[config.mk]
export PLATFORM = sky130hd
export DESIGN_NAME = synth_voice_slot_allocator
export DESIGN_NICKNAME = d
export VERILOG_FILES = /design/src/svsa_pkg.sv /design/src/svsa_cell.sv /design/src/synth_voice_slot_allocator.sv
export SDC_FILE = /design/constraint.sdc
export NUM_CORES = 2
export LEC_CHECK = 0
export BUFFER_PORTS_ARGS = -buffer_cell sky130_fd_sc_hd__buf_4
export CORE_UTILIZATION = 30
export DETAILED_ROUTE_END_ITERATION = 16
export SETUP_SLACK_MARGIN = 0.3
export SLEW_MARGIN = 20
export SYNTH_ARGS = -nofsm -noshare
export SYNTH_HDL_FRONTEND = slang
export SYNTH_SLANG_ARGS = --single-unit
[constraint.sdc]
create_clock -name clk -period 5.35 [get_ports clk]
set_input_delay 0 -clock clk [delete_from_list [all_inputs] [get_ports clk]]
set_output_delay 0 -clock clk [all_outputs]
set_load 0.05 [all_outputs]
[src/svsa_pkg.sv]
// ----------------------------------------------------------------------------
// svsa_pkg: shared types and constants for the voice slot allocator
// Holds the cell command and scan token types, the status codes and the
// saturating 24-bit add.
// ----------------------------------------------------------------------------
package svsa_pkg;

	localparam int TIME_W       = 24;
	localparam int MAX_CARRIERS = 4;

	// result status codes
	localparam logic [1:0] ST_OK      = 2'd0;
	localparam logic [1:0] ST_NO_SLOT = 2'd1;
	localparam logic [1:0] ST_LIMIT   = 2'd2;

	// request kinds
	localparam logic REQ_NOTE   = 1'b0;
	localparam logic REQ_FINISH = 1'b1;

	typedef logic [TIME_W-1:0] time_t;

	// command broadcast to every cell
	typedef struct packed {
		logic  dec;      // subtract wait from remaining time
		time_t wait_ms;
		logic  load;     // on write, load duration
		logic  mark;     // on write, continued mark value
		time_t dur;
	} cell_cmd_t;

	// scan token handed from cell to cell
	typedef struct packed {
		logic  vld;
		logic  found;    // a free slot was seen
		time_t longest;  // longest remaining time so far
	} token_t;

	function automatic time_t sat_add24(input time_t a, input time_t b);
		logic [TIME_W:0] s;
		s = {1'b0, a} + {1'b0, b};
		return s[TIME_W] ? {TIME_W{1'b1}} : s[TIME_W-1:0];
	endfunction

endpackage

[src/svsa_cell.sv]
// ----------------------------------------------------------------------------
// svsa_cell: one voice slot of the allocator row
// Holds a slot's remaining time and continued mark, and passes the scan
// token on to the next cell, adding its own free flag and remaining time.
// ----------------------------------------------------------------------------
module svsa_cell #(
	parameter int IW  = 4,
	parameter int CW  = 5,
	parameter int IDX = 0
) (
	input  logic               clk,
	input  logic               arst_n,
	input  svsa_pkg::cell_cmd_t cmd,
	input  logic               wr_en,
	input  logic [CW-1:0]      open_slots,
	input  svsa_pkg::token_t   tok_in,
	input  logic [IW-1:0]      idx_in,
	output svsa_pkg::token_t   tok_out,
	output logic [IW-1:0]      idx_out
);
	import svsa_pkg::*;

	time_t         rem_q;
	logic          mark_q;
	logic          vld_q;
	logic          found_q;
	time_t         longest_q;
	logic [IW-1:0] idx_q;
	logic          opened;
	logic          free;

	assign opened = CW'(IDX) < open_slots;
	assign free   = opened && !mark_q && (rem_q == '0);

	// slot state: decrement on event, load on write
	always_ff @(posedge clk or negedge arst_n) begin
		if (!arst_n) begin
			rem_q  <= '0;
			mark_q <= 1'b0;
		end else if (cmd.dec) begin
			rem_q <= (rem_q < cmd.wait_ms) ? '0 : rem_q - cmd.wait_ms;
		end else if (wr_en) begin
			mark_q <= cmd.mark;
			if (cmd.load) begin
				rem_q <= cmd.dur;
			end
		end
	end

	// token valid
	always_ff @(posedge clk or negedge arst_n) begin
		if (!arst_n) begin
			vld_q <= 1'b0;
		end else begin
			vld_q <= tok_in.vld;
		end
	end

	// token payload: first free slot and running maximum
	always_ff @(posedge clk) begin
		found_q   <= tok_in.found | free;
		longest_q <= (opened && rem_q > tok_in.longest) ? rem_q : tok_in.longest;
		idx_q     <= tok_in.found ? idx_in : IW'(IDX);
	end

	assign tok_out = '{vld: vld_q, found: found_q, longest: longest_q};
	assign idx_out = idx_q;

endmodule

[src/synth_voice_slot_allocator.sv]
// ----------------------------------------------------------------------------
// One request is in flight at a time: a new request is accepted only in the
// idle state, once the previous result has gone into the output register.
// The scan token walks the row of slot cells, one cell per cycle, from the
// launch state until it leaves the last cell. Reset clears all slots at once;
// no clearing pass is needed.
// ----------------------------------------------------------------------------
// ----------------------------------------------------------------------------
// synth_voice_slot_allocator: voice slot allocation for timed note events
// Decrements slot times, scans the cell row for the first free slot and the
// longest remaining time, assigns a slot and reports elapsed time.
// ----------------------------------------------------------------------------
module synth_voice_slot_allocator #(
	parameter int NUM_VOICES = 16
) (
	input  logic         clk,
	input  logic         arst_n,
	// voice limit register write
	input  logic         cfg_valid,
	output logic         cfg_ready,
	input  logic [4:0]   cfg_data,
	// request stream
	input  logic         s_axis_tvalid,
	output logic         s_axis_tready,
	// wait_ms, has_prev_voice, prev_voice_id, later_used, new_graph,
	// carrier_count, carrier_time_0, carrier_time_1, carrier_time_2,
	// carrier_time_3, zero fill
	input  logic [135:0] s_axis_tdata,
	// req_type
	input  logic [0:0]   s_axis_tuser,
	// result stream
	output logic         m_axis_tvalid,
	input  logic         m_axis_tready,
	// voice_id, status, voice_total, total_ms, zero fill
	output logic [39:0]  m_axis_tdata
);
	import svsa_pkg::*;

	localparam int IW = (NUM_VOICES > 1) ? $clog2(NUM_VOICES) : 1;
	localparam int CW = $clog2(NUM_VOICES + 1);
	localparam int PW = (CW > 4) ? CW : 4;
	localparam int LW = (CW > 5) ? CW : 5;

	localparam logic [2:0] S_IDLE   = 3'd0;
	localparam logic [2:0] S_DEC    = 3'd1;
	localparam logic [2:0] S_LAUNCH = 3'd2;
	localparam logic [2:0] S_WAIT   = 3'd3;
	localparam logic [2:0] S_COMMIT = 3'd4;

	logic [2:0]    state_q;
	logic [4:0]    limit_q;
	logic [CW-1:0] open_q;
	time_t         elapsed_q;

	// captured request
	logic          req_q;
	time_t         wait_q;
	logic          has_prev_q;
	logic [3:0]    prev_q;
	logic          later_q;
	logic          newg_q;
	time_t         dur_q;

	// scan result
	logic          found_q;
	logic [IW-1:0] idx_q;
	time_t         longest_q;

	logic          out_vld_q;
	logic [39:0]   out_data_q;

	logic          s_acc;
	logic          out_free;
	time_t         ct [MAX_CARRIERS];
	logic [2:0]    ccount;
	time_t         dur_c;

	cell_cmd_t     cmd;
	token_t        tok [NUM_VOICES+1];
	logic [IW-1:0] tidx [NUM_VOICES+1];
	logic [NUM_VOICES-1:0] wr_en;

	logic          ev_ok;
	logic [IW-1:0] ev_vid;
	logic          ev_new;
	logic [CW-1:0] open_next;
	logic [3:0]    r_vid;
	logic [1:0]    r_status;
	time_t         r_total;

	assign cfg_ready     = 1'b1;
	assign s_axis_tready = (state_q == S_IDLE);
	assign s_acc         = s_axis_tvalid && s_axis_tready;
	assign out_free      = !out_vld_q || m_axis_tready;
	assign m_axis_tvalid = out_vld_q;
	assign m_axis_tdata  = out_data_q;

	// longest carrier duration of the request
	assign ccount = s_axis_tdata[33:31];
	assign ct[0]  = s_axis_tdata[57:34];
	assign ct[1]  = s_axis_tdata[81:58];
	assign ct[2]  = s_axis_tdata[105:82];
	assign ct[3]  = s_axis_tdata[129:106];

	always_comb begin
		logic [2:0] n;
		n     = (ccount > 3'(MAX_CARRIERS)) ? 3'(MAX_CARRIERS) : ccount;
		dur_c = '0;
		for (int i = 0; i < MAX_CARRIERS; i++) begin
			if (3'(i) < n && ct[i] > dur_c) begin
				dur_c = ct[i];
			end
		end
	end

	// voice limit register
	always_ff @(posedge clk or negedge arst_n) begin
		if (!arst_n) begin
			limit_q <= 5'd16;
		end else if (cfg_valid && cfg_ready) begin
			limit_q <= cfg_data;
		end
	end

	// request capture
	always_ff @(posedge clk) begin
		if (s_acc) begin
			req_q      <= s_axis_tuser[0];
			wait_q     <= s_axis_tdata[23:0];
			has_prev_q <= s_axis_tdata[24];
			prev_q     <= s_axis_tdata[28:25];
			later_q    <= s_axis_tdata[29];
			newg_q     <= s_axis_tdata[30];
			dur_q      <= dur_c;
		end
	end

	// slot assignment for a note event
	always_comb begin
		ev_ok     = 1'b0;
		ev_vid    = '0;
		ev_new    = 1'b0;
		if (has_prev_q) begin
			ev_ok  = PW'(prev_q) < PW'(open_q);
			ev_vid = IW'(prev_q);
		end else if (found_q) begin
			ev_ok  = 1'b1;
			ev_vid = idx_q;
		end else if (open_q < CW'(NUM_VOICES)) begin
			ev_ok  = 1'b1;
			ev_new = 1'b1;
			ev_vid = IW'(open_q);
		end
		open_next = ev_new ? open_q + 1'b1 : open_q;
	end

	// result fields
	always_comb begin
		if (req_q == REQ_FINISH) begin
			r_vid    = '0;
			r_status = (LW'(open_q) > LW'(limit_q)) ? ST_LIMIT : ST_OK;
			r_total  = sat_add24(elapsed_q, longest_q);
		end else begin
			r_vid    = ev_ok ? 4'(ev_vid) : 4'd0;
			r_status = ev_ok ? ST_OK : ST_NO_SLOT;
			r_total  = elapsed_q;
		end
	end

	// broadcast command to the cells
	always_comb begin
		cmd.dec     = (state_q == S_DEC) && (req_q == REQ_NOTE);
		cmd.wait_ms = wait_q;
		cmd.load    = newg_q;
		cmd.mark    = later_q;
		cmd.dur     = dur_q;
	end

	// write strobe per slot at commit
	always_comb begin
		for (int i = 0; i < NUM_VOICES; i++) begin
			wr_en[i] = (state_q == S_COMMIT) && out_free && (req_q == REQ_NOTE)
				&& ev_ok && (ev_vid == IW'(i));
		end
	end

	// scan token entry
	assign tok[0].vld     = (state_q == S_LAUNCH);
	assign tok[0].found   = 1'b0;
	assign tok[0].longest = '0;
	assign tidx[0]        = '0;

	// row of slot cells
	for (genvar g = 0; g < NUM_VOICES; g++) begin : g_cell
		svsa_cell #(
			.IW  (IW),
			.CW  (CW),
			.IDX (g)
		) u_cell (
			.clk        (clk),
			.arst_n     (arst_n),
			.cmd        (cmd),
			.wr_en      (wr_en[g]),
			.open_slots (open_q),
			.tok_in     (tok[g]),
			.idx_in     (tidx[g]),
			.tok_out    (tok[g+1]),
			.idx_out    (tidx[g+1])
		);
	end

	// scan result capture
	always_ff @(posedge clk) begin
		if (state_q == S_WAIT && tok[NUM_VOICES].vld) begin
			found_q   <= tok[NUM_VOICES].found;
			idx_q     <= tidx[NUM_VOICES];
			longest_q <= tok[NUM_VOICES].longest;
		end
	end

	// sequencer, slot count and elapsed time
	always_ff @(posedge clk or negedge arst_n) begin
		if (!arst_n) begin
			state_q   <= S_IDLE;
			open_q    <= '0;
			elapsed_q <= '0;
		end else begin
			unique case (state_q)
				S_IDLE: begin
					if (s_acc) begin
						state_q <= S_DEC;
					end
				end
				S_DEC: begin
					if (req_q == REQ_NOTE) begin
						elapsed_q <= sat_add24(elapsed_q, wait_q);
					end
					state_q <= S_LAUNCH;
				end
				S_LAUNCH: begin
					state_q <= S_WAIT;
				end
				S_WAIT: begin
					if (tok[NUM_VOICES].vld) begin
						state_q <= S_COMMIT;
					end
				end
				S_COMMIT: begin
					if (out_free) begin
						if (req_q == REQ_NOTE) begin
							open_q <= open_next;
						end
						state_q <= S_IDLE;
					end
				end
				default: begin
					state_q <= S_IDLE;
				end
			endcase
		end
	end

	// output register valid
	always_ff @(posedge clk or negedge arst_n) begin
		if (!arst_n) begin
			out_vld_q <= 1'b0;
		end else if (state_q == S_COMMIT && out_free) begin
			out_vld_q <= 1'b1;
		end else if (m_axis_tready) begin
			out_vld_q <= 1'b0;
		end
	end

	// output register payload
	always_ff @(posedge clk) begin
		if (state_q == S_COMMIT && out_free) begin
			out_data_q <= {5'd0, r_total,
				(req_q == REQ_NOTE) ? 5'(open_next) : 5'(open_q),
				r_status, r_vid};
		end
	end

endmodule

Word-level counts from Yosys, hierarchy flattened
Cells that the tools add are included.
{"block": "totals", "word_cells": 486, "ff_bits": 1023, "inputBits": 147, "output_inout_bits": 43}
{"block": "op_classes", "n_lt_le_gt_ge": 60, "n_bitwise": 18, "add_sub_neg": 19, "n_mux": 91, "reduce_logical": 164, "eq_ne": 22}
{"operator": "$mux W24", "count": 71}
{"operator": "$gt A24 B24 Y1", "count": 18}
{"operator": "$logic_not A24 Y1", "count": 16}
{"operator": "$lt A24 B24 Y1", "count": 16}
{"operator": "$sub A24 B24 Y24", "count": 16}
{"operator": "$logic_and A1 B1 Y1", "count": 74}
{"operator": "$reduce_and A2 Y1", "count": 34}
{"operator": "$add A24 B24 Y25", "count": 2}
{"operator": "$gt A24 B1 Y1 const B", "count": 2}
{"operator": "$lt A4 B5 Y1 const A", "count": 8}
{"operator": "$reduce_bool A2 Y1", "count": 18}
{"operator": "$eq A4 B4 Y1 const B", "count": 8}
{"operator": "$lt A3 B5 Y1 const A", "count": 4}
{"operator": "$logic_not A1 Y1", "count": 17}
{"operator": "$eq A4 B3 Y1 const B", "count": 4}
{"operator": "$or A1 B1 Y1", "count": 15}
{"operator": "$pmux W3 S5", "count": 1}
{"operator": "$mux W3", "count": 4}
{"operator": "$mux W4", "count": 3}
{"operator": "$lt A1 B5 Y1 const A", "count": 2}
{"operator": "$lt A2 B5 Y1 const A", "count": 2}
{"operator": "$mux W5", "count": 2}
{"operator": "$eq A4 B2 Y1 const B", "count": 2}
{"operator": "$mux W1", "count": 8}
{"operator": "other kinds (20)", "count": 27}

Longest topological paths before layout
{"block": "logic_depth", "ltp_word": 14, "ltp_mapped": 41, "mapped_depth_nobuf": 34}

Hierarchy
From an unflattened synthesis, not the netlist that was laid out.
{"block": "hier_totals", "cells_unflattened": 8627, "hier_area_um2": 77589.4}
{"module": "synth_voice_slot_allocator", "cells_each": 1065, "seq_area_each_um2": 4555.6, "area_per_inst_um2": 10861.7, "instances": 1}
{"module": "svsa_cell (g_cell[2].u_cell ...)", "cells_each": 490, "seq_area_each_um2": 1231.2, "area_per_inst_um2": 4282.9, "instances": 2}
{"module": "svsa_cell (g_cell[11].u_cell ...)", "cells_each": 450, "seq_area_each_um2": 1231.2, "area_per_inst_um2": 3973.8, "instances": 2}
{"module": "svsa_cell (g_cell[5].u_cell)", "cells_each": 492, "seq_area_each_um2": 1231.2, "area_per_inst_um2": 4370.4, "instances": 1}
{"module": "svsa_cell (g_cell[1].u_cell)", "cells_each": 492, "seq_area_each_um2": 1231.2, "area_per_inst_um2": 4369.2, "instances": 1}
{"module": "svsa_cell (g_cell[0].u_cell)", "cells_each": 486, "seq_area_each_um2": 1231.2, "area_per_inst_um2": 4355.4, "instances": 1}
{"module": "svsa_cell (g_cell[12].u_cell)", "cells_each": 491, "seq_area_each_um2": 1231.2, "area_per_inst_um2": 4286.6, "instances": 1}
{"module": "svsa_cell (g_cell[8].u_cell)", "cells_each": 478, "seq_area_each_um2": 1231.2, "area_per_inst_um2": 4222.8, "instances": 1}
{"module": "svsa_cell (g_cell[9].u_cell)", "cells_each": 469, "seq_area_each_um2": 1231.2, "area_per_inst_um2": 4174.0, "instances": 1}
{"module": "svsa_cell (g_cell[15].u_cell)", "cells_each": 462, "seq_area_each_um2": 1231.2, "area_per_inst_um2": 4111.4, "instances": 1}
{"module": "svsa_cell (g_cell[4].u_cell)", "cells_each": 482, "seq_area_each_um2": 1231.2, "area_per_inst_um2": 4108.9, "instances": 1}
{"module": "svsa_cell (g_cell[10].u_cell)", "cells_each": 481, "seq_area_each_um2": 1231.2, "area_per_inst_um2": 4106.4, "instances": 1}
{"module": "svsa_cell (g_cell[14].u_cell)", "cells_each": 445, "seq_area_each_um2": 1231.2, "area_per_inst_um2": 4098.9, "instances": 1}
{"module": "svsa_cell (g_cell[7].u_cell)", "cells_each": 462, "seq_area_each_um2": 1231.2, "area_per_inst_um2": 4018.9, "instances": 1}
{"module": "svsa_cell (g_cell[13].u_cell)", "cells_each": 442, "seq_area_each_um2": 1231.2, "area_per_inst_um2": 3991.3, "instances": 1}

Worst setup path after synthesis
Ideal clock, no wire load.
{"block": "synth_path", "path_type": "input -> register", "start": "input port s_axis_tdata[31]", "end": "register dur_q[10] (data pin)", "t_arrival_ns": 7.056, "t_required_ns": 5.176, "n_path_buf": 7, "setup_ns": 0.174, "path_slack_ns": -1.880, "stages": 39, "path_cell_list": "or3_1 > clkbuf_1 > o21a_1 > clkbuf_1 > nand2_1 > ha_1 > nand4_1 > or3_1 > a31oi_1 > o21a_1 > buf_6 > clkbuf_1 > nor2_1 > a21oi_1 > ha_1 > a21o_1 > a21oi_1 > nor2b_1 > [... 3 more ...] > o21ai_0 > a311o_1 > nand2_2 > buf_2 > o21ai_0 > ha_1 > a21o_1 > a21o_1 > a21o_1 > a21o_1 > a21o_1 > a21o_1 > a221oi_1 > or2_2 > clkbuf_1 > clkbuf_1 > nor2_1 > a311oi_1"}
{"block": "synth_via", "elab_chain_cells": 14, "elab_cells_between_ends": 17, "cone_classes": "order compare (8); mux (5); reduce/logical (4)"}
{"item": "start: declaration", "line_no": "synth_voice_slot_allocator.sv:28", "text": "input logic [135:0] s_axis_tdata,"}
{"item": "$gt A3 B3 Y1", "line_no": "synth_voice_slot_allocator.sv:107", "text": "n = (ccount > 3'(MAX_CARRIERS)) ? 3'(MAX_CARRIERS) : ccount;"}
{"item": "$mux W3 (*)", "line_no": "synth_voice_slot_allocator.sv:107"}
{"item": "$lt A1 B3 Y1", "line_no": "synth_voice_slot_allocator.sv:110", "text": "if (3'(i) < n && ct[i] > dur_c) begin"}
{"item": "$logic_and A1 B1 Y1", "line_no": "synth_voice_slot_allocator.sv:110"}
{"item": "$mux W24", "line_no": "synth_voice_slot_allocator.sv:110"}
{"item": "$gt A24 B24 Y1", "line_no": "synth_voice_slot_allocator.sv:110"}
{"item": "$logic_and A1 B1 Y1", "line_no": "synth_voice_slot_allocator.sv:110"}
{"item": "$mux W24", "line_no": "synth_voice_slot_allocator.sv:110"}
{"item": "$gt A24 B24 Y1", "line_no": "synth_voice_slot_allocator.sv:110"}
{"item": "$logic_and A1 B1 Y1", "line_no": "synth_voice_slot_allocator.sv:110"}
{"item": "$mux W24", "line_no": "synth_voice_slot_allocator.sv:110"}
{"item": "$gt A24 B24 Y1", "line_no": "synth_voice_slot_allocator.sv:110"}
{"item": "$logic_and A1 B1 Y1", "line_no": "synth_voice_slot_allocator.sv:110"}
{"item": "$mux W24 (*)", "line_no": "synth_voice_slot_allocator.sv:110"}
{"item": "net dur_c[10]", "line_no": "synth_voice_slot_allocator.sv:76", "text": "time_t dur_c;"}
{"item": "end signal: assignment", "line_no": "synth_voice_slot_allocator.sv:134", "text": "dur_q <= dur_c;"}
{"item": "end: declaration", "line_no": "synth_voice_slot_allocator.sv:62", "text": "time_t dur_q;"}
The timed path passes the listed nets; every way through them passes the cells marked *.
A chain may end at the register's enable or synchronous reset.

Worst setup path in the final report
{"block": "layout_path", "start": "input port s_axis_tdata[51]", "end": "register dur_q[13] (data pin)"}
{"block": "layout_via", "elab_chain_cells": 12}
{"item": "$gt A24 B1 Y1", "line_no": "synth_voice_slot_allocator.sv:110"}
{"item": "$logic_and A1 B1 Y1", "line_no": "synth_voice_slot_allocator.sv:110"}
{"item": "$mux W24 (*)", "line_no": "synth_voice_slot_allocator.sv:110"}
{"item": "$gt A24 B24 Y1", "line_no": "synth_voice_slot_allocator.sv:110"}
{"item": "$logic_and A1 B1 Y1", "line_no": "synth_voice_slot_allocator.sv:110"}
{"item": "$mux W24 (*)", "line_no": "synth_voice_slot_allocator.sv:110"}
{"item": "$gt A24 B24 Y1", "line_no": "synth_voice_slot_allocator.sv:110"}
{"item": "$logic_and A1 B1 Y1", "line_no": "synth_voice_slot_allocator.sv:110"}
{"item": "$mux W24 (*)", "line_no": "synth_voice_slot_allocator.sv:110"}
{"item": "$gt A24 B24 Y1", "line_no": "synth_voice_slot_allocator.sv:110"}
{"item": "$logic_and A1 B1 Y1", "line_no": "synth_voice_slot_allocator.sv:110"}
{"item": "$mux W24 (*)", "line_no": "synth_voice_slot_allocator.sv:110"}
{"item": "net dur_c[13]", "line_no": "synth_voice_slot_allocator.sv:76"}
Marks and branches as above.

==> impl_metrics.csv <==
group,metric,value,unit
run_status,status,"finished with violations",
run_status,failed_checks,"setup timing",
sta,final-hold-violation-count,0,
synthesis,synth.lib_cells_used.distinct,90,
synthesis,yosysWarningCount,0,
synthesis,post_synth_instance_area,68600,um^2
critical_path,cpPeakStageDelay,0.47,ns
grt,globalRoute.totalOverflow,0,
clock_network,clkTransAtPathRegs,0.06,ns
sta,timing.final.crit_period,6.27,ns
sta,grt_setup_unrepaired,"true",
layout,layout-drive-gt1-share,0.159,
synthesis,synth_top_area_share,0.165,
critical_path,setup.reg_to_reg.worst_slack,0.72,ns
sta,finClkSkew,0.0433,ns
synthesis,async_flop_share,0.444,
synthesis,synthesis.instances,7572,
critical_path,path_class,"input port to flip-flop",
drt,detail-route-antenna-nets,0,
die,die_area,231000,um^2
clock_network,cts_root_buf,"clkbuf_16",
power_and_ir_drop,power-per-cell-area,559,nW/um^2
layout,final_design_area_no_fill,82300,um^2
clock_network,h-tree-depth,3,
power_and_ir_drop,power_leakage,37.1,nW
power_and_ir_drop,ir_drop,344,uV
placement,finalWeightedCongestion,0.958,
synthesis,synth.area.top_cells,"dfrtp_1 (17%), ha_1 (16%), dfxtp_1 (13%)",
grt,grt_antenna_before_repair,25,
placement,port-buffer-count,177,
critical_path,critPathSlowestCell,"or3_4",
critical_path,worst_ep_arrival_time,6.76,ns
die,io_pins,190,
drt,post-route-drc-count,0,
critical_path,crit_fanout,13,
drt,route.final.wire_length,269000,um
drt,dr.first_iter.drc_count,5559,
synthesis,postSynth.topFlopCell,"dfrtp_1",
drt,routed_wire_length_per_instance,24.0,um
layout,area_growth,19.9,%
worst_hold_path,timing.hold.worst.class,"input port to flip-flop",
critical_path,worstPathRequired,5.84,ns
die,placeableCoreArea,227000,um^2
grt,gr-usage-all-layers,0.227,
clock_network,cts_buffers,117,
critical_path,critical_path.most_common_cell,"a21o_1",
sta,achievable-frequency,0.159,GHz
die,die_h,480,um
die,die-width,480,um
synthesis,synth.yosys.seq_area_share,0.349,
placement,placedInstanceArea,75600,um^2
placement,dp_hpwl,196000,um
synthesis,ys_seq_elements,1023,
grt,grt_max_degree,124,
clock_network,clock_latency,0.78,ns
sta,postLayoutSetupSlackWorst,-0.922,ns
grt,grt_pass1_wl,392000,um
layout,nNetsFinal,9132,
clock_network,ctsLongestPathBuffers,3,
synthesis,number_of_enable_flip_flop_cells_after_synthesis,120,
synthesis,synth_area_leader_cell,"dfrtp_1",
critical_path,timing.critical_path.from_type,"input port",
sta,layout_worst_path_cycle_share,1.17,
clock_network,tritoncts_clock_tree,"yes",
clock_network,clock_sinks,1023,
grt,first_global_vias,59700,
die,placementRows,175,
drt,drt-pass1-iter-count,6,
drt,routed_via_density,5.45,
sta,maxSlewViolCount,0,
synthesis,syn-mean-instance-area,9.06,um^2
layout,finalCoreUtilization,0.362,
drt,routed-via-count,61100,
critical_path,setup.worst_path.end_class,"flip-flop",
die,starting_density,0.302,
run,max-cap-violations,0,
sta,setup_viol,24,
sta,max_slew.worst_pin.slew,1.20,ns
sta,slew_headroom,0.201,
-- worst paths after layout --
kind,startpoint,end,depth (start not counted)
max in group asynchronous,arst_n,elapsed_q[13],4
worst min-delay path,s_axis_tdata[29],later_q,2
min in group asynchronous,arst_n,g_cell[1].u_cell.rem_q[10],4
worst max register to register,wait_q[16],g_cell[13].u_cell.rem_q[17],12
worst min register to register,g_cell[6].u_cell.vld_q,g_cell[7].u_cell.vld_q,0
worst max-delay path,s_axis_tdata[51],dur_q[13],39
-- layer usage --
layer	share of wire	track usage	vias to the layer above
met1	0.43	0.296	29700
met3	0.073	0.0395	524
met4	0.051	0.109	6
met5	0.00013	0	-
met2	0.45	0.362	2233
li1	-	-	28600
-- report_power, final --
group,switching [mW],internal [mW]
combinational,11.8,10.6
sequential,3.98,10.9
clock,3.61,5.04
-- cells by family (layout without fill, tap and decap cells) --
group	after synthesis	after routing	share of synthesized area
compound gates	2273	2274	0.206
xor+xnor	335	335	0.0428
fa+ha+maj	890	890	0.164
buf+inv	770	1392	0.0440
flops	1023	1023	0.349
mux	367	367	0.0600
other cells	2	10	0.000109
simple gates	1912	1913	0.134
-- repair_timing --
item,CTS,global route
hold buffers,133,0
gates resized for setup,95,61
setup endpoints to repair,24,27
endpoints found under the hold margin,179,0
gates cloned,5,3
setup buffers,14,12
pin swaps,12,39
-- placed cells by master, fill, tap and decap left out, drive strengths merged, types with 103 or more instances in the layout --
| cell | Yosys | layout |
|---|---|---|
| a21o | 343 | 343 |
| a21oi | 879 | 879 |
| a31oi | 129 | 129 |
| buf | 83 | 506 |
| clkbuf | 158 | 169 |
| dfrtp | 453 | 453 |
| dfxtp | 449 | 449 |
| dlygate4sd3 | 0 | 132 |
| edfxtp | 120 | 120 |
| ha | 872 | 872 |
| inv | 527 | 524 |
| mux2 | 355 | 355 |
| nand2 | 405 | 406 |
| nand2b | 105 | 105 |
| nand4 | 137 | 137 |
| nor2 | 648 | 648 |
| nor2b | 103 | 103 |
| nor4 | 136 | 136 |
| o21ai | 416 | 416 |
| xnor2 | 216 | 216 |
| xor2 | 119 | 119 |
-- cell usage after synthesis (all sizes together) (103+ instances only) --
cell / n
a21oi: 879
ha: 872
nor2: 648
inv: 527
dfrtp: 453
dfxtp: 449
o21ai: 416
nand2: 405
mux2: 355
a21o: 343
xnor2: 216
clkbuf: 158
nand4: 137
nor4: 136
a31oi: 129
edfxtp: 120
xor2: 119
nand2b: 105
nor2b: 103
-- critical path, delay by kind of cell --
family                     cells  cell delay, ns
AOI/OAI and AO/OA             18            3.24
and+or+nand+nor                9            1.66
buffers and inverters          9            1.31
adders and majority gates      3            0.52
-- sequential cells by signal (all words and copies together), names as in the netlist, 16 cells and up --
register                 flops
g_cell.u_cell.rem_q        384
wait_q                      24
dur_q                       24
m_axis_tdata                35
longest_q                   24
g_cell.u_cell.vld_q         16
g_cell.u_cell.found_q       16
elapsed_q                   24
g_cell.u_cell.longest_q    384
g_cell.u_cell.idx_out       49
g_cell.u_cell.mark_q        16
-- final cells by class --
class | instances | area [um^2]
fill | 22900 | 145000
multi-input combinational | 5785 | 42800
sequential | 1023 | 24000
timing repair buffer | 639 | 5580
tap | 3009 | 3760
clock buffer | 168 | 3640
inverter | 529 | 1990
clock inverter | 56 | 520
antenna | 4 | 10.0
-- stage by stage --
step                      cells  power (mW)  hold slack (ns)  setup TNS [ns]  setup WS, ns
after floorplan            7576        30.0           -0.296          -22.66        -0.992
after global placement    10800        35.9           0.0759          -45.02         -1.93
after detailed placement  10800        36.5           0.0892          -45.02         -1.95
after CTS                 11200        45.6          0.00198          -15.40        -0.707
after global routing      11200        49.3           0.0201          -26.59         -1.18
final                     11200        46.0           0.0304          -20.23        -0.922
No activity file was read; power rests on OpenSTA's default activity.
